$ cat src/rtl/lrpw_pkg.sv
// Shared types, constants and codes for the line raster pixel writer.
// No dependencies; every other file imports this package.
package lrpw_pkg;

  localparam int COORD_BITS = 16;
  localparam int SPAN_W     = COORD_BITS + 1;
  localparam int ERR_W      = COORD_BITS + 3;
  localparam int SCR_BITS   = 13;
  localparam int PITCH_BITS = 15;
  localparam int FMT_BITS   = 2;
  localparam int ADDR_W     = 28;
  localparam int DATA_W     = 32;
  localparam int CH_W       = 8;
  localparam int CFG_IDX_W  = 8;
  localparam int CFG_DATA_W = 16;
  // compare width: wider than both a coordinate and a screen size
  localparam int CMP_W = ((COORD_BITS > SCR_BITS) ? COORD_BITS : SCR_BITS) + 1;

  localparam logic [SCR_BITS-1:0]   WIDTH_RST  = SCR_BITS'(320);
  localparam logic [SCR_BITS-1:0]   HEIGHT_RST = SCR_BITS'(200);
  localparam logic [PITCH_BITS-1:0] PITCH_RST  = PITCH_BITS'(320);

  typedef enum logic {
    OP_LOAD = 1'b0,
    OP_STEP = 1'b1
  } op_t;

  typedef enum logic [FMT_BITS-1:0] {
    FMT_RGB332 = 2'd0,
    FMT_BGRA   = 2'd1,
    FMT_TEXT   = 2'd2,
    FMT_NONE   = 2'd3
  } fmt_t;

  typedef enum logic [CFG_IDX_W-1:0] {
    CFG_WIDTH  = 8'd0,
    CFG_HEIGHT = 8'd1,
    CFG_PITCH  = 8'd2,
    CFG_FORMAT = 8'd3
  } cfg_idx_t;

  typedef struct packed {
    logic [SCR_BITS-1:0]   width;
    logic [SCR_BITS-1:0]   height;
    logic [PITCH_BITS-1:0] pitch;
    fmt_t                  fmt;
  } cfg_t;

  typedef struct packed {
    logic                         active;
    logic                         last;
    logic signed [COORD_BITS-1:0] cur_x;
    logic signed [COORD_BITS-1:0] cur_y;
    logic [DATA_W-1:0]            color;
  } pt_t;

  typedef struct packed {
    logic signed [COORD_BITS-1:0] x;
    logic signed [COORD_BITS-1:0] y;
    logic                         we;
    logic [ADDR_W-1:0]            addr;
    logic [DATA_W-1:0]            data;
    logic                         last;
  } pix_t;

endpackage

$ cat src/rtl/lrpw_cfg_regs.sv
// Configuration registers: screen size, row pitch and pixel format.
// Depends on lrpw_pkg.
module lrpw_cfg_regs (
  input  logic                             clk,
  input  logic                             rst_n,
  input  logic                             wr_en,
  input  logic [lrpw_pkg::CFG_IDX_W-1:0]   wr_index,
  input  logic [lrpw_pkg::CFG_DATA_W-1:0]  wr_data,
  output lrpw_pkg::cfg_t                   cfg
);
  import lrpw_pkg::*;

  cfg_t cfg_r;

  always_ff @(posedge clk) begin
    if (!rst_n) begin
      cfg_r.width  <= WIDTH_RST;
      cfg_r.height <= HEIGHT_RST;
      cfg_r.pitch  <= PITCH_RST;
      cfg_r.fmt    <= FMT_RGB332;
    end else if (wr_en) begin
      unique case (wr_index)
        CFG_WIDTH:  cfg_r.width  <= wr_data[SCR_BITS-1:0];
        CFG_HEIGHT: cfg_r.height <= wr_data[SCR_BITS-1:0];
        CFG_PITCH:  cfg_r.pitch  <= wr_data[PITCH_BITS-1:0];
        CFG_FORMAT: cfg_r.fmt    <= fmt_t'(wr_data[FMT_BITS-1:0]);
        default: ;  // drop writes beyond the register list
      endcase
    end
  end

  assign cfg = cfg_r;

endmodule

$ cat src/rtl/lrpw_stepper.sv
// Bresenham line state: latches endpoints on load, advances one point per step.
// Depends on lrpw_pkg.
module lrpw_stepper (
  input  logic                                clk,
  input  logic                                rst_n,
  input  logic                                load,
  input  logic                                step,
  input  logic signed [lrpw_pkg::COORD_BITS-1:0] x_start,
  input  logic signed [lrpw_pkg::COORD_BITS-1:0] y_start,
  input  logic signed [lrpw_pkg::COORD_BITS-1:0] x_end,
  input  logic signed [lrpw_pkg::COORD_BITS-1:0] y_end,
  input  logic [lrpw_pkg::DATA_W-1:0]         color,
  output lrpw_pkg::pt_t                       pt
);
  import lrpw_pkg::*;

  logic signed [COORD_BITS-1:0] cur_x_r, cur_y_r, goal_x_r, goal_y_r;
  logic signed [COORD_BITS-1:0] cur_x_nxt, cur_y_nxt;
  logic [SPAN_W-1:0]            span_x_r, span_y_r;
  logic [SPAN_W-1:0]            ld_span_x, ld_span_y;
  logic                         dir_x_neg_r, dir_y_neg_r;
  logic signed [ERR_W-1:0]      err_r, err_nxt;
  logic                         active_r;
  logic [DATA_W-1:0]            color_r;
  logic signed [SPAN_W-1:0]     dx, dy;
  logic signed [ERR_W:0]        e2, neg_sy, pos_sx;
  logic                         last;

  // Absolute deltas of the new endpoints
  always_comb begin
    dx = SPAN_W'(x_end) - SPAN_W'(x_start);
    dy = SPAN_W'(y_end) - SPAN_W'(y_start);
    ld_span_x = dx[SPAN_W-1] ? SPAN_W'(-dx) : SPAN_W'(dx);
    ld_span_y = dy[SPAN_W-1] ? SPAN_W'(-dy) : SPAN_W'(dy);
  end

  assign last = (cur_x_r == goal_x_r) && (cur_y_r == goal_y_r);

  // One Bresenham step: compare doubled error against both spans
  always_comb begin
    e2     = {err_r, 1'b0};
    neg_sy = -$signed({2'b00, span_y_r});
    pos_sx = $signed({2'b00, span_x_r});
    err_nxt   = err_r;
    cur_x_nxt = cur_x_r;
    cur_y_nxt = cur_y_r;
    if (e2 > neg_sy) begin
      err_nxt   = err_nxt - $signed({2'b00, span_y_r});
      cur_x_nxt = dir_x_neg_r ? cur_x_r - 1'b1 : cur_x_r + 1'b1;
    end
    if (e2 < pos_sx) begin
      err_nxt   = err_nxt + $signed({2'b00, span_x_r});
      cur_y_nxt = dir_y_neg_r ? cur_y_r - 1'b1 : cur_y_r + 1'b1;
    end
  end

  always_ff @(posedge clk) begin
    if (!rst_n) begin
      cur_x_r     <= '0;
      cur_y_r     <= '0;
      goal_x_r    <= '0;
      goal_y_r    <= '0;
      span_x_r    <= '0;
      span_y_r    <= '0;
      dir_x_neg_r <= 1'b0;
      dir_y_neg_r <= 1'b0;
      err_r       <= '0;
      active_r    <= 1'b0;
      color_r     <= '0;
    end else if (load) begin
      cur_x_r     <= x_start;
      cur_y_r     <= y_start;
      goal_x_r    <= x_end;
      goal_y_r    <= y_end;
      span_x_r    <= ld_span_x;
      span_y_r    <= ld_span_y;
      dir_x_neg_r <= !(x_start < x_end);
      dir_y_neg_r <= !(y_start < y_end);
      err_r       <= ERR_W'($signed({2'b00, ld_span_x})) - ERR_W'($signed({2'b00, ld_span_y}));
      active_r    <= 1'b1;
      color_r     <= color;
    end else if (step) begin
      if (last) begin
        active_r <= 1'b0;
      end else begin
        cur_x_r <= cur_x_nxt;
        cur_y_r <= cur_y_nxt;
        err_r   <= err_nxt;
      end
    end
  end

  assign pt.active = active_r;
  assign pt.last   = last;
  assign pt.cur_x  = cur_x_r;
  assign pt.cur_y  = cur_y_r;
  assign pt.color  = color_r;

endmodule

$ cat src/rtl/lrpw_pixel_fmt.sv
// Pixel formatter: screen clip, byte address and pixel data for the current point.
// Depends on lrpw_pkg.
module lrpw_pixel_fmt (
  input  lrpw_pkg::pt_t  pt,
  input  lrpw_pkg::cfg_t cfg,
  output lrpw_pkg::pix_t pix
);
  import lrpw_pkg::*;

  logic [CMP_W-1:0]    px_u, py_u;
  logic                on_x, on_y, fmt_ok, we;
  logic [ADDR_W-1:0]   prod, sum;
  logic [CH_W-1:0]     r, g, b;

  always_comb begin
    px_u   = CMP_W'($unsigned(pt.cur_x));
    py_u   = CMP_W'($unsigned(pt.cur_y));
    on_x   = !pt.cur_x[COORD_BITS-1] && (px_u < CMP_W'(cfg.width));
    on_y   = !pt.cur_y[COORD_BITS-1] && (py_u < CMP_W'(cfg.height));
    fmt_ok = (cfg.fmt == FMT_RGB332) || (cfg.fmt == FMT_BGRA);
    we     = fmt_ok && on_x && on_y;

    // On screen both coordinates fit the screen-size width
    prod = ADDR_W'(py_u[SCR_BITS-1:0]) * ADDR_W'(cfg.pitch);
    sum  = prod + ADDR_W'(px_u[SCR_BITS-1:0]);

    b = pt.color[CH_W-1:0];
    g = pt.color[2*CH_W-1:CH_W];
    r = pt.color[3*CH_W-1:2*CH_W];

    pix.x    = pt.cur_x;
    pix.y    = pt.cur_y;
    pix.we   = we;
    pix.last = pt.last;
    pix.addr = '0;
    pix.data = '0;
    if (we) begin
      if (cfg.fmt == FMT_BGRA) begin
        pix.addr = {sum[ADDR_W-3:0], 2'b00};
        pix.data = pt.color;
      end else begin
        pix.addr = sum;
        pix.data = DATA_W'({r[7:5], g[7:5], b[7:6]});
      end
    end
  end

endmodule

$ cat src/rtl/line_raster_pixel_writer_top.sv
// Top level of the line raster pixel writer: handshake, output register.
// Depends on lrpw_pkg, lrpw_cfg_regs, lrpw_stepper and lrpw_pixel_fmt.
//
// Usage:
//   Input channel (in_valid/in_ready): a request with in_operation = load
//   latches two endpoints and an RGBA color and starts a line; it gives no
//   result. A step request emits the line's next pixel on the output
//   channel; a step with no line active is consumed and gives nothing.
//   Output channel (out_valid/out_ready): one request per pixel with its
//   coordinates, write enable, framebuffer byte address, pixel data and a
//   last flag on the end point. Address and data are zero when disabled.
//   Config channel (cfg_valid/cfg_ready): always ready; write only while
//   idle. Indexes 0..3 are width, height, pitch and format.
// Timing:
//   A pixel appears in the output register in the cycle after its step is
//   accepted. One request is accepted per cycle while the output is not
//   stalled; the stepper's Bresenham update is combinational, and the
//   formatter's multiply-add sits between that state and the output register.
// Reset: synchronous, active low; restores default registers and clears
//   any line. When the receiver stalls, the held pixel stays put and
//   in_ready drops until it is taken.
module line_raster_pixel_writer_top (
  input  logic                                   clk,
  input  logic                                   rst_n,
  // input channel
  input  logic                                   in_valid,
  output logic                                   in_ready,
  input  logic                                   in_operation,
  input  logic signed [lrpw_pkg::COORD_BITS-1:0] in_x_start,
  input  logic signed [lrpw_pkg::COORD_BITS-1:0] in_y_start,
  input  logic signed [lrpw_pkg::COORD_BITS-1:0] in_x_end,
  input  logic signed [lrpw_pkg::COORD_BITS-1:0] in_y_end,
  input  logic [lrpw_pkg::CH_W-1:0]              in_red,
  input  logic [lrpw_pkg::CH_W-1:0]              in_green,
  input  logic [lrpw_pkg::CH_W-1:0]              in_blue,
  input  logic [lrpw_pkg::CH_W-1:0]              in_alpha,
  // result channel
  output logic                                   out_valid,
  input  logic                                   out_ready,
  output logic signed [lrpw_pkg::COORD_BITS-1:0] out_pixel_x,
  output logic signed [lrpw_pkg::COORD_BITS-1:0] out_pixel_y,
  output logic                                   out_write_enable,
  output logic [lrpw_pkg::ADDR_W-1:0]            out_byte_address,
  output logic [lrpw_pkg::DATA_W-1:0]            out_pixel_data,
  output logic                                   out_last_pixel,
  // configuration channel
  input  logic                                   cfg_valid,
  output logic                                   cfg_ready,
  input  logic [lrpw_pkg::CFG_IDX_W-1:0]         cfg_index,
  input  logic [lrpw_pkg::CFG_DATA_W-1:0]        cfg_data
);
  import lrpw_pkg::*;

  cfg_t cfg;
  pt_t  pt;
  pix_t pix;
  pix_t out_r;
  logic out_valid_r;
  logic in_fire, load_fire, step_fire;

  // Accept whenever the output register is free or drains this cycle
  assign in_ready  = !out_valid_r || out_ready;
  assign in_fire   = in_valid && in_ready;
  assign load_fire = in_fire && (op_t'(in_operation) == OP_LOAD);
  // A step only counts when a line is in progress
  assign step_fire = in_fire && (op_t'(in_operation) == OP_STEP) && pt.active;

  assign cfg_ready = 1'b1;

  lrpw_cfg_regs u_cfg (
    .clk      (clk),
    .rst_n    (rst_n),
    .wr_en    (cfg_valid && cfg_ready),
    .wr_index (cfg_index),
    .wr_data  (cfg_data),
    .cfg      (cfg)
  );

  lrpw_stepper u_stepper (
    .clk     (clk),
    .rst_n   (rst_n),
    .load    (load_fire),
    .step    (step_fire),
    .x_start (in_x_start),
    .y_start (in_y_start),
    .x_end   (in_x_end),
    .y_end   (in_y_end),
    .color   ({in_alpha, in_red, in_green, in_blue}),
    .pt      (pt)
  );

  lrpw_pixel_fmt u_fmt (
    .pt  (pt),
    .cfg (cfg),
    .pix (pix)
  );

  // Output register: capture the pixel on a step, hold it while stalled
  always_ff @(posedge clk) begin
    if (!rst_n) begin
      out_valid_r <= 1'b0;
    end else if (step_fire) begin
      out_valid_r <= 1'b1;
    end else if (out_ready) begin
      out_valid_r <= 1'b0;
    end
  end

  always_ff @(posedge clk) begin
    if (step_fire) begin
      out_r <= pix;
    end
  end

  assign out_valid        = out_valid_r;
  assign out_pixel_x      = out_r.x;
  assign out_pixel_y      = out_r.y;
  assign out_write_enable = out_r.we;
  assign out_byte_address = out_r.addr;
  assign out_pixel_data   = out_r.data;
  assign out_last_pixel   = out_r.last;

  // A request that produces no pixel leaves the output empty
  a_no_spurious_out: assert property (@(posedge clk) disable iff (!rst_n)
    (in_fire && !step_fire) |=> !out_valid_r)
    else $error("output valid after a request with no result");

  // Emitting the end point closes the line
  a_last_ends_line: assert property (@(posedge clk) disable iff (!rst_n)
    (step_fire && pt.last) |=> !pt.active)
    else $error("line still active after its last pixel");

  // A load always opens a line
  a_load_starts: assert property (@(posedge clk) disable iff (!rst_n)
    load_fire |=> pt.active)
    else $error("line not active after load");

  // A disabled pixel carries zero address and data
  a_disabled_zero: assert property (@(posedge clk) disable iff (!rst_n)
    (out_valid_r && !out_r.we) |-> (out_r.addr == '0 && out_r.data == '0))
    else $error("disabled pixel with nonzero address or data");

endmodule
$ cat config.mk
export PLATFORM = sky130hd
export DESIGN_NAME = line_raster_pixel_writer_top
export DESIGN_NICKNAME = d
export VERILOG_FILES = /design/src/rtl/lrpw_pkg.sv /design/src/rtl/lrpw_cfg_regs.sv /design/src/rtl/lrpw_stepper.sv /design/src/rtl/lrpw_pixel_fmt.sv /design/src/rtl/line_raster_pixel_writer_top.sv
export SDC_FILE = /design/constraint.sdc
export NUM_CORES = 1
export LEC_CHECK = 0
export ABC_CLOCK_PERIOD_IN_PS = 10500
export BUFFER_PORTS_ARGS = -buffer_cell sky130_fd_sc_hd__buf_2
export CORE_MARGIN = 4
export CORE_UTILIZATION = 65
export CTS_BUF_LIST = sky130_fd_sc_hd__clkbuf_4 sky130_fd_sc_hd__clkbuf_8 sky130_fd_sc_hd__clkbuf_16
export CTS_CLUSTER_SIZE = 8
export DETAILED_ROUTE_END_ITERATION = 8
export PLACE_DENSITY = 0.83
export SYNTH_ARGS = -nofsm -noshare
export SYNTH_HDL_FRONTEND = slang
export SYNTH_SLANG_ARGS = --single-unit
$ cat constraint.sdc
create_clock -name clk -period 10.5 [get_ports clk]
set_clock_uncertainty 0.1 [all_clocks]
set_input_delay 2.1 -clock clk [delete_from_list [all_inputs] [get_ports clk]]
set_output_delay 2.1 -clock clk [all_outputs]
set_load 0.03 [all_outputs]
# Word-level counts from Yosys, hierarchy flattened
# Cells that the tools add are included.
[word_totals] register_bits=290 out_inout_bits=97 word_cells=109
[classes] addsub=13 mul=1 order_cmp=6 n_eq_ne=7 muxes=23 bitwise=2 n_reduce_logical=33
[op_table] operator="$mux W16" n=10
[op_table] operator="$mux W19" n=5
[op_table] operator="$mux W60" n=1
[op_table] operator="$mux W17" n=2
[op_table] operator="$neg A17 Y17" n=2
[op_table] operator="$sub A16 B16 Y17" n=2
[op_table] operator="$add A16 B1 Y16 const B" n=2
[op_table] operator="$eq A16 B16 Y1" n=2
[op_table] operator="$lt A16 B13 Y1" n=2
[op_table] operator="$lt A16 B16 Y1" n=2
[op_table] operator="$sub A16 B1 Y16 const B" n=2
[op_table] operator="$add A28 B13 Y28" n=1
[op_table] operator="$mul A13 B15 Y28" n=1
[op_table] operator="$gt A20 B20 Y1" n=1
[op_table] operator="$lt A20 B18 Y1" n=1
[op_table] operator="$neg A17 Y20" n=1
[op_table] operator="$add A19 B18 Y19" n=1
[op_table] operator="$sub A19 B18 Y19" n=1
[op_table] operator="$sub A17 B17 Y18" n=1
[op_table] operator="$eq A8 B2 Y1 const B" n=2
[op_table] operator="$reduce_and A2 Y1" n=7
[op_table] operator="$reduce_bool A2 Y1" n=5
[op_table] operator="$logic_and A1 B1 Y1" n=9
[op_table] operator="$eq A8 B1 Y1 const B" n=1
[op_table] operator="10 further kinds" n=21

# Depth between registers and ports, before layout
# Gate-level depths: netlist (run 1).
[logic_depth] ltp_word=8 depth_mapped=27 ltp_nobuf=25

# By module
# From an unflattened synthesis (run 1), not the netlist that was laid out.
[unflattened] hier_cells=3059 hier_area_um2=27013.4
[modules_own_cells] module="lrpw_stepper" n_inst=1 cells_per_inst=1707 area_each_um2=13735.7 seq_area_each_um2=3042.9
[modules_own_cells] module="lrpw_pixel_fmt" n_inst=1 cells_per_inst=1085 area_each_um2=8642.0 seq_area_each_um2=0.0
[modules_own_cells] module="line_raster_pixel_writer_top" n_inst=1 cells_per_inst=102 area_each_um2=2901.5 seq_area_each_um2=2842.7
[modules_own_cells] module="lrpw_cfg_regs" n_inst=1 cells_per_inst=165 area_each_um2=1734.2 seq_area_each_um2=860.8

# Least setup slack after synthesis (run 1)
# No wires, ideal clock.
[synth_path] path_kind="input -> register" from="input port in_y_end[0] in the netlist's numbering" to="register u_stepper.err_r[18]" setup_ns=0.117 t_arrival_ns=6.512 t_required_ns=10.283 slack_ns=3.771 path_stages=22 path_cell_list="inv_1 ha_1 inv_1 fa_1 a211oi_2 o21ai_2 a31oi_4 a21oi_1 a221oi_1 clkbuf_1 nor2_1 a21oi_1 ha_1 nor2_1 a21oi_1 o311ai_0 a2111oi_0 nor3_1 nor3_1 a41oi_1 o211ai_1 nand2_1"
[synth_between] elab_chain_cells=5
[synth_lines] item="from (decl)" line="line_raster_pixel_writer_top.sv:32" rtl="input logic signed [lrpw_pkg::COORD_BITS-1:0] in_y_end,"
[synth_lines] item="$sub A16 B16 Y17 (*)" line="lrpw_stepper.sv:32" rtl="dy = SPAN_W'(y_end) - SPAN_W'(y_start);"
[synth_lines] item="$neg A17 Y17" line="lrpw_stepper.sv:34" rtl="ld_span_y = dy[SPAN_W-1] ? SPAN_W'(-dy) : SPAN_W'(dy);"
[synth_lines] item="$mux W17 (*)" line="lrpw_stepper.sv:34"
[synth_lines] item="$sub A17 B17 Y18 (*)" line="lrpw_stepper.sv:79" rtl="err_r <= ERR_W'($signed({2'b00, ld_span_x})) - ERR_W'($signed({2'b00, ld_span_y}));"
[synth_lines] item="$mux W19 (*)" line="lrpw_stepper.sv:70" rtl="end else if (load) begin"
[synth_lines] item="to (signal assigned)" line="lrpw_stepper.sv:79"
[synth_lines] item="to (signal assigned)" line="lrpw_stepper.sv:88" rtl="err_r <= err_nxt;"
[synth_lines] item="to (decl)" line="lrpw_stepper.sv:22" rtl="logic signed [ERR_W-1:0] err_r, err_nxt;"
# Mark *: on every way between the ends. The rest lies on a longest branch, timed or not.
# A chain may end at the register's enable or synchronous reset.

# Final worst setup path (run 1)
[layout_path] from="register u_stepper.cur_y_r[1]" to="register out_r, in the netlist out_byte_address[24] (data pin)"
[layout_between] elab_chain_cells=3 word_cells_on_any_way=6
[layout_lines] item="from (decl)" line="lrpw_stepper.sv:17" rtl="logic signed [COORD_BITS-1:0] cur_x_r, cur_y_r, goal_x_r, goal_y_r;"
[layout_lines] item="from (signal assigned)" line="lrpw_stepper.sv:72" rtl="cur_y_r <= y_start;"
[layout_lines] item="from (signal assigned)" line="lrpw_stepper.sv:87" rtl="cur_y_r <= cur_y_nxt;"
[layout_lines] item="$mul A13 B15 Y28 / $lt A16 B13 Y1 (equally long branches)" line="lrpw_pixel_fmt.sv:24, lrpw_pixel_fmt.sv:19"
[layout_lines] item="$add A28 B13 Y28 / $logic_and A1 B1 Y1 (equally long branches)" line="lrpw_pixel_fmt.sv:25, lrpw_pixel_fmt.sv:19"
[layout_lines] item="$mux W60 / $logic_and A1 B1 Y1 (equally long branches)" line="lrpw_pixel_fmt.sv:38, lrpw_pixel_fmt.sv:21"
[layout_lines] item="to (signal assigned)" line="line_raster_pixel_writer_top.sv:111" rtl="out_r <= pix;"
[layout_lines] item="to (decl)" line="line_raster_pixel_writer_top.sv:57" rtl="pix_t out_r;"
# Several ways; a longest one is shown, not always the timed one.

==> results of run 1 <==
synth_stat cells (53+ instances only):
master	count	area (sq um)
inv_1	306	1150
dfxtp_1	196	3920
xor2_1	75	657
and2_1	130	813
nand3_1	53	265
nand2_1	446	1670
nor2_1	179	672
ha_1	268	3350
fa_1	159	3180
clkbuf_1	118	443
o21ai_0	100	500
xnor2_1	101	885
a21oi_1	217	1090
edfxtp_1	94	2820
mux2i_1	57	571
nor3_1	70	350
routing by layer:
layer  up-vias  wire [microns]
li1      10900               -
met1     11200           32200
met2      1233           34200
met3       193            8100
met4         8            2770
met5         -              55
critical path: cells and delay by family, from the launching register on:
family,cells,cell delay [ns]
AOI/OAI and AO/OA,6,1.93
adders and majority gates,7,3.16
buffers and inverters,4,0.29
DFF,1,1.07
and+or+nand+nor,4,0.95
where the power goes:
part           switching [W]  total (W)  internal, W
Sequential         0.0000968    0.00132      0.00122
Clock               0.000532    0.00140     0.000872
Combinational        0.00121    0.00204     0.000831
Total                0.00184    0.00476      0.00293
registers in the layout (all words and copies together), names as in the netlist:
signal,count
out_byte_address,28
out_last_pixel,1
out_pixel_data,32
out_pixel_x,16
out_pixel_y,16
out_valid,1
out_write_enable,1
u_cfg.cfg,43
u_stepper.active_r,1
u_stepper.color_r,32
u_stepper.cur_x_r,16
u_stepper.cur_y_r,16
u_stepper.dir_x_neg_r,1
u_stepper.dir_y_neg_r,1
u_stepper.err_r,19
u_stepper.goal_x_r,16
u_stepper.goal_y_r,16
u_stepper.span_x_r,17
u_stepper.span_y_r,17
path summary, 6_finish.rpt:
kind                                           start              endpoint  slack, ns  cells past startpoint
worst max-delay path            u_stepper.cur_y_r[1]  out_byte_address[24]       2.71                     21
worst min-delay path            u_stepper.color_r[9]  u_stepper.color_r[9]       0.35                      2
worst max register to register  u_stepper.cur_y_r[1]  out_byte_address[24]       2.71                     21
worst min register to register  u_stepper.color_r[9]  u_stepper.color_r[9]       0.35                      2
cell families after synthesis:
kind of cell	count (synthesis)
xor+xnor	176
fa+ha+maj	427
compound gates	631
mux	69
flops	290
other cells	1
buf+inv	438
simple gates	1038
through the flow:
step	total power, W	util (%)	cell area (sq um)	cells	hold WS, ns
2_1_floorplan	0.00283	-	26100	3070	0.306
3_3_place_gp	0.00325	69.5	27600	3710	0.337
3_5_place_dp	0.00331	69.5	27600	3710	0.343
4_1_cts	0.00473	73.0	29000	3785	0.349
5_1_grt	0.00503	73.0	29000	3785	0.374
6_report	0.00476	73.0	29000	3787	0.348
cell type report:
cell class	instances	area (sq um)
Timing Repair Buffer	247	1300
Sequential cell	290	6750
Clock inverter	7	92.6
Antenna cell	2	5.00
Fill cell	2975	10700
Tap cell	525	657
Inverter	306	1150
Clock buffer	68	1290
Multi-Input combinational cell	2342	17700
==> flow_metrics.py, run 1 <==
metrics = {
    "layout": {
        "layout-drive-gt1-share_pct": 11.3,
        "final_cell_mix": "446 x nand2_1, 304 x inv_1, 268 x ha_1",
        "final_common_cell": "nand2_1",
        "final_nets": 3784,
        "syn_to_final_growth_pct": 11.0,
    },
    "place": {
        "pre_cts_slack_ns": 2.81,
        "gp_congestion": 0.991,
        "io_buffers": 220,
        "dp_hpwl_microns": 58700,
    },
    "synth": {
        "synthMuxAreaShare_pct": 2.70,
        "syn_area_sq_mm": 0.0261,
        "async_reset_ff_share_pct": 0,
        "synthAdderAreaFrac_pct": 25.0,
        "synth_top_family_by_area": "adder cells",
        "ys.flop_type": "dfxtp_1",
        "yosys_warnings": 0,
        "synth_seq_cells": 290,
        "ys_seq_area_share_pct": 25.8,
        "syn_area_per_cell_sq_um": 8.51,
        "synth-simple-area-share_pct": 18.6,
        "synth_fp_nets": 3623,
        "synth_cells": 3070,
        "synthXorXnorAreaFrac_pct": 5.90,
        "synth_compound_area_share_pct": 15.6,
        "synth-edff-count": 94,
        "synth_cell_types": 86,
    },
    "cts": {
        "clkSinkCount": 290,
        "clkTransAtPathRegs_ns": 0.05,
        "htreeDepth": 2,
        "clk_latency_ns": 0.58,
        "ctsHoldBuffers": 0,
        "cts.path.max_buffers": 3,
        "cts_tree": "built",
        "cts_made_buffers": 44,
        "cts-root-buf": "clkbuf_16",
        "ctsResizeCount": 0,
        "post_cts_buffers": 0,
    },
    "power": {
        "p_leak_nw": 13.5,
        "pwr_density_cell_mw_per_mm2": 164,
        "ir_worst_vdd_mv": 0.168,
    },
    "timing": {
        "maxSlewHeadroom_pct": 23.5,
        "setup_ws_ns": 2.71,
        "final_hold_viol_count": 0,
        "setup_viol": 0,
        "fin_setup_tns_ns": 0,
        "fmax_mhz": 128,
        "rsz0062_at_grt": "false",
        "maxSlewViolCount": 0,
        "finalCritPeriodShare_pct": 74.2,
        "fin_crit_ns": 7.79,
        "max_slew.worst_pin.slew_ns": 1.15,
    },
    "routing": {
        "totalWireLength_microns": 77400,
        "dr.pass1.iters": 8,
        "ant_nets": 0,
        "post_drt_wl_per_cell_microns": 20.4,
        "viasPerCell": 6.20,
        "drt_iter0_drc": 2100,
        "vias": 23500,
        "drc_errors": 0,
    },
    "critical_path": {
        "cp_cell_sequence": "and2_1, fa_1, inv_1, fa_1, inv_1, fa_1, fa_1, fa_1, inv_1, fa_1, inv_1, ha_1, a21oi_1, o21ai_0, a2111oi_1, nor3_1, a221oi_1, o21ai_0, and4_1, nor3_1, o22ai_1",
        "slowest_stage": "dfxtp_1",
        "path_class": "flip-flop to flip-flop",
        "worstPathRequired_ns": 10.69,
        "start_kind": "flip-flop",
        "max_stage_delay_ns": 1.07,
        "endpoint_kind": "flip-flop",
        "crit_top_cell": "fa_1",
        "worstPathArrival_ns": 7.98,
        "crit_fanout": 21,
    },
    "status": {
        "run_status": "completed",
    },
    "die": {
        "die_h_microns": 208,
        "num_rows": 73,
        "io_pins": 223,
        "dieArea_sq_mm": 0.0435,
        "start_util_pct": 65.8,
        "die_w_microns": 208,
        "coreArea_sq_mm": 0.0397,
    },
    "grt": {
        "grt.overflow.total": 0,
        "grt_pass1_vias": 22900,
        "gr-usage-met2_pct": 54.0,
        "grt_max_degree": 100,
        "busiest_layer": "met2",
        "met1_usage_pct": 47.8,
        "grtUsageTotal_pct": 34.4,
        "antenna_found_initial": 7,
        "met3_usage_pct": 7.12,
        "grt_first_pass_wirelength_microns": 122000,
    },
    "flow_run": {
        "drv_cap": 0,
    },
    "hold_path": {
        "min_path_type": "flip-flop to flip-flop",
    },
}
(Power assumes the default switching activity.)
==> run 2, diff against run 1 <==
ABC_CLOCK_PERIOD_IN_PS = 7800   (was 10500)
CORE_UTILIZATION = 62   (was 65)
PLACE_DENSITY = 0.79   (was 0.83)
clock period = 7.8 ns   (was 10.5 ns; I/O delays follow)
==> run 2 against run 1 <==
Wire length is 0.70% lower. Non-clock buffer count is 11 higher. Sequential share of layout area hardly changed. Total power is 34% higher. Largest cell class unchanged.
==> flow_metrics.py, run 2 (same netlist as run 1, synthesis figures left out) <==
metrics = {
    "routing": {
        "totalWireLength_microns": 76800,
        "drt_iter0_drc": 2079,
        "vias": 23100,
        "dr.pass1.iters": 6,
        "post_drt_wl_per_cell_microns": 20.2,
        "drc_errors": 0,
        "ant_nets": 0,
        "viasPerCell": 6.08,
    },
    "timing": {
        "fin_crit_ns": 7.20,
        "final_hold_viol_count": 0,
        "setup_viol": 0,
        "maxSlewViolCount": 0,
        "fin_setup_tns_ns": 0,
        "rsz0062_at_grt": "false",
        "whs_ns": 0.349,
        "maxSlewHeadroom_pct": 31.6,
        "finalCritPeriodShare_pct": 92.3,
        "fmax_mhz": 139,
        "max_slew.worst_pin.slew_ns": 1.02,
    },
    "grt": {
        "grtUsageTotal_pct": 33.1,
        "grt_max_degree": 90,
        "grt_pass1_vias": 22200,
        "grt.overflow.total": 0,
        "grt_first_pass_wirelength_microns": 119000,
        "antenna_found_initial": 9,
    },
    "critical_path": {
        "r2r_cells": 22,
        "start_kind": "flip-flop",
        "critPathBufInv": 5,
        "worstPathArrival_ns": 7.39,
        "r2r_setup_slack_ns": 0.60,
        "reg2reg_from": "u_stepper.cur_y_r[4]",
        "worstPathRequired_ns": 7.99,
        "cp_cell_sequence": "buf_4, nand2_1, fa_1, fa_1, inv_1, ha_1, fa_1, fa_1, inv_1, fa_1, inv_1, ha_1, a21oi_1, o21ai_0, a2111oi_1, buf_4, nor3_1, a221oi_1, o21ai_0, and4_1, nor3_1, o22ai_1",
        "endpoint_kind": "flip-flop",
        "crit_top_cell": "fa_1",
        "path_class": "flip-flop to flip-flop",
        "slowest_stage": "dfxtp_1",
        "max_stage_delay_ns": 0.81,
        "crit_fanout": 14,
        "cpLargestDelayFamily": "adder cells",
        "r2r-end": "out_byte_address[24]",
    },
    "layout": {
        "final_cell_mix": "446 x nand2_1, 304 x inv_1, 268 x ha_1",
        "layout-drive-gt1-share_pct": 11.6,
        "final_common_cell": "nand2_1",
        "largest_reg_flops": 43,
        "final_nets": 3794,
        "syn_to_final_growth_pct": 11.2,
        "n_fill_cell": 3250,
    },
    "cts": {
        "cts.path.max_buffers": 3,
        "ctsHoldBuffers": 0,
        "htreeDepth": 2,
        "post_cts_buffers": 0,
        "cts_tree": "built",
        "ctsResizeCount": 0,
        "cts-root-buf": "clkbuf_16",
        "clk_latency_ns": 0.57,
        "clkSinkCount": 290,
        "cts_made_buffers": 43,
        "clkTransAtPathRegs_ns": 0.06,
    },
    "status": {
        "run_status": "completed",
    },
    "power": {
        "power_frac_clock_pct": 28.8,
        "pwr_density_cell_mw_per_mm2": 220,
        "seqPwrFrac_pct": 27.8,
        "pwr-share-comb_pct": 43.4,
        "p_switching_w": 0.00250,
        "switching_share_pct": 39.1,
        "p_leak_nw": 13.5,
        "ir_worst_vdd_mv": 0.184,
        "p_int_w": 0.00390,
    },
    "die": {
        "dieArea_sq_mm": 0.0455,
        "io_pins": 223,
        "coreArea_sq_mm": 0.0412,
        "start_util_pct": 63.4,
        "die_h_microns": 213,
        "num_rows": 74,
        "die_w_microns": 213,
    },
    "hold_path": {
        "min_path_type": "flip-flop to flip-flop",
        "holdPathEnd": "u_stepper.color_r[18]",
        "min_from": "u_stepper.color_r[18]",
        "hold_path_depth": 2,
    },
    "place": {
        "io_buffers": 220,
        "dp_hpwl_microns": 59200,
        "gp_congestion": 0.986,
    },
    "flow_run": {
        "drv_cap": 0,
    },
}
-- run 2: stage by stage --
step / setup slack (ns) / instances / utilization (%) / cell area, sq um / total power [W]
after global routing: 0.0837 / 3801 / 70.5 / 29000 / 0.00677
final: 0.603 / 3802 / 70.5 / 29000 / 0.00640
after global placement: 0.853 / 3728 / 67.2 / 27700 / 0.00442
after CTS: 0.715 / 3801 / 70.5 / 29000 / 0.00636
after detailed placement: 0.729 / 3728 / 67.2 / 27700 / 0.00451
after floorplan: 1.09 / 3070 / - / 26100 / 0.00381
-- run 2: worst max-delay path by stage --
stage	startpoint	endpoint	slack (ns)	cells past startpoint
global route	u_stepper.cur_y_r[5]	out_byte_address[22]	0.08	21
CTS	u_stepper.cur_y_r[4]	out_byte_address[24]	0.71	22
floorplan	u_stepper.cur_y_r[6]	out_byte_address[24]	1.09	22
detailed placement	u_stepper.cur_y_r[5]	out_byte_address[24]	0.73	21
finish	u_stepper.cur_y_r[4]	out_byte_address[24]	0.60	22
global placement	in_x_end[0]	u_stepper.err_r[18]	0.85	22
-- run 2: metal layers --
| layer | vias to the layer above | track usage (%) | wire length [microns] |
|---|---|---|---|
| met3 | 138 | 7.83 | 8420 |
| met4 | 18 | 8.28 | 1780 |
| li1 | 10900 | - | - |
| met1 | 11000 | 47.7 | 33100 |
| met5 | - | 0 | 111 |
| met2 | 1077 | 50.8 | 33400 |
-- run 2: layout make-up --
| type | count | area (sq um) | share of cell area, % |
|---|---|---|---|
| multi-input combinational | 2342 | 17800 | 61.1 |
| sequential | 290 | 6750 | 23.2 |
| timing repair buffer | 258 | 1390 | 4.77 |
| clock buffer | 68 | 1280 | 4.42 |
| inverter | 306 | 1150 | 3.97 |
| tap | 532 | 666 | 2.29 |
| clock inverter | 5 | 58.8 | 0.202 |
| antenna | 1 | 2.50 | 0.00862 |
-- run 2: power by group through the flow --
stage                     logic [W]  registers [W]  clock network, W
final                       0.00278        0.00178           0.00185
after CTS                   0.00273        0.00177           0.00186
after global routing        0.00306        0.00179           0.00193
after global placement      0.00263        0.00180                 0
after detailed placement    0.00271        0.00180                 0
after floorplan             0.00204        0.00177                 0
-- run 2: worst reg2reg max path: cells and delay by family (launching register included) --
family	cells	cell delay, ns
AO/OA/AOI/OAI	6	1.56
adder cells (fa/ha/maj)	7	3.10
buffers and inverters	5	0.66
AND/OR/NAND/NOR	4	0.69
flip-flops	1	0.81
==> run 3, diff against run 2 <==
ABC_CLOCK_PERIOD_IN_PS = 8810   (was 7800)
CORE_UTILIZATION = 65   (was 62)
PLACE_DENSITY = unset   (was 0.79)
PLACE_DENSITY_LB_ADDON = 0.2   (was unset)
clock period = 8.81 ns   (was 7.8 ns; I/O delays follow)
==> run 3 against run 2 <==
Non-clock buffer count decreased by 11. Hold slack improved by 0.0054 ns. Cell count decreased by 0.39%. Critical path depth decreased by 2. Clock-buffer cell count increased by 2. Critical path type unchanged.
==> flow_metrics.py, run 3 (same netlist as run 1, synthesis figures left out) <==
metrics = {
    "power": {
        "p_leak_nw": 13.5,
        "pwr_density_cell_mw_per_mm2": 196,
        "ir_worst_vdd_mv": 0.226,
        "p_total_w": 0.00568,
    },
    "die": {
        "die_h_microns": 208,
        "io_pins": 223,
        "num_rows": 73,
        "coreArea_sq_mm": 0.0397,
        "die_w_microns": 208,
        "dieArea_sq_mm": 0.0435,
        "start_util_pct": 65.8,
    },
    "critical_path": {
        "path_class": "flip-flop to flip-flop",
        "start_kind": "flip-flop",
        "r2r_setup_slack_ns": 1.15,
        "worstPathRequired_ns": 8.99,
        "worstPathArrival_ns": 7.85,
        "crit_fanout": 20,
        "endpoint_kind": "flip-flop",
    },
    "layout": {
        "final_cell_mix": "446 x nand2_1, 304 x inv_1, 268 x ha_1",
        "syn_to_final_growth_pct": 11.1,
        "final_nets": 3784,
        "final_common_cell": "nand2_1",
        "largest_reg_flops": 43,
        "diodes": 0,
        "n_fill_cell": 3042,
        "layout-drive-gt1-share_pct": 11.3,
    },
    "timing": {
        "fin_setup_tns_ns": 0,
        "rsz0062_at_grt": "false",
        "max_slew.worst_pin.slew_ns": 1.19,
        "fin_crit_ns": 7.66,
        "maxSlewViolCount": 0,
        "setup_viol": 0,
        "final_hold_viol_count": 0,
        "finalCritPeriodShare_pct": 87.0,
        "fmax_mhz": 131,
        "maxSlewHeadroom_pct": 20.3,
    },
    "cts": {
        "cts_made_buffers": 44,
        "ctsResizeCount": 0,
        "post_cts_buffers": 0,
        "cts_tree": "built",
        "cts-root-buf": "clkbuf_16",
        "cts.path.max_buffers": 3,
        "clkSinkCount": 290,
        "clk_latency_ns": 0.58,
        "clkTransAtPathRegs_ns": 0.05,
        "htreeDepth": 2,
        "ctsHoldBuffers": 0,
    },
    "place": {
        "dp_hpwl_microns": 59100,
        "io_buffers": 220,
        "gp_congestion": 0.977,
    },
    "routing": {
        "drc_errors": 0,
        "viasPerCell": 6.18,
        "totalWireLength_microns": 77800,
        "dr.pass1.iters": 5,
        "ant_nets": 0,
        "drt_iter0_drc": 2100,
        "vias": 23400,
        "post_drt_wl_per_cell_microns": 20.5,
    },
    "grt": {
        "grt_first_pass_wirelength_microns": 122000,
        "grt_max_degree": 94,
        "antenna_found_initial": 1,
        "grt_pass1_vias": 22700,
        "grtUsageTotal_pct": 34.6,
        "grt.overflow.total": 0,
    },
    "flow_run": {
        "drv_cap": 0,
    },
    "hold_path": {
        "min_path_type": "flip-flop to flip-flop",
    },
    "status": {
        "run_status": "completed",
    },
}
[run 3: where the power goes]
part	internal [W]	switching [W]	total (W)
Combinational	0.000989	0.00141	0.00240
Clock	0.00106	0.000623	0.00169
Sequential	0.00146	0.000128	0.00159
[run 3: worst max-delay path: stages, from the launching register on]
cell and delay, ns:
dfxtp_1 1.00, nand2_1 0.21, fa_1 0.57, inv_1 0.06
fa_1 0.49, fa_1 0.57, fa_1 0.45, fa_1 0.54
inv_1 0.05, fa_1 0.49, inv_1 0.04, ha_1 0.33
a21oi_1 0.20, o21ai_0 0.15, a2111oi_1 0.61, nor3_1 0.15
a221oi_1 0.43, o21ai_0 0.23, and4_1 0.25, nor3_1 0.31
o22ai_1 0.14
[run 3: final timing paths]
path | cells after the start | start | to
min | 2 | u_stepper.color_r[17] | u_stepper.color_r[17]
max reg2reg | 20 | u_stepper.cur_y_r[2] | out_byte_address[24]
min reg2reg | 2 | u_stepper.color_r[17] | u_stepper.color_r[17]
max | 20 | u_stepper.cur_y_r[2] | out_byte_address[24]
[run 3: layout make-up]
| class | count | area, sq um | share of cell area (%) |
|---|---|---|---|
| inverters | 306 | 1150 | 3.97 |
| multi-input cells | 2342 | 17700 | 61.1 |
| flip-flops and latches | 290 | 6750 | 23.2 |
| clock inverters | 7 | 90.1 | 0.310 |
| clock buffers | 70 | 1330 | 4.57 |
| well taps | 525 | 657 | 2.26 |
| repair buffers | 247 | 1300 | 4.49 |
[run 3: per-stage QoR]
step	area [sq um]	util, %	worst slack [ns]	cells	hold slack, ns
final	29000	73.0	1.15	3787	0.354
after global routing	29000	73.0	0.550	3787	0.377
after CTS	29000	73.0	1.18	3787	0.356
after detailed placement	27600	69.5	1.21	3710	0.348
after global placement	27600	69.5	1.43	3710	0.337
after floorplan	26100	-	2.10	3070	0.306
[run 3: routing by layer]
metal | share of wire [%] | up-vias | track usage [%] | wire length [microns]
li1 | - | 10900 | - | -
met1 | 43 | 11300 | 48.7 | 33400
met2 | 45 | 1084 | 54.7 | 34800
met3 | 9.5 | 183 | 7.22 | 7380
met4 | 2.8 | 2 | 9.35 | 2160
met5 | 0.017 | - | 0 | 13
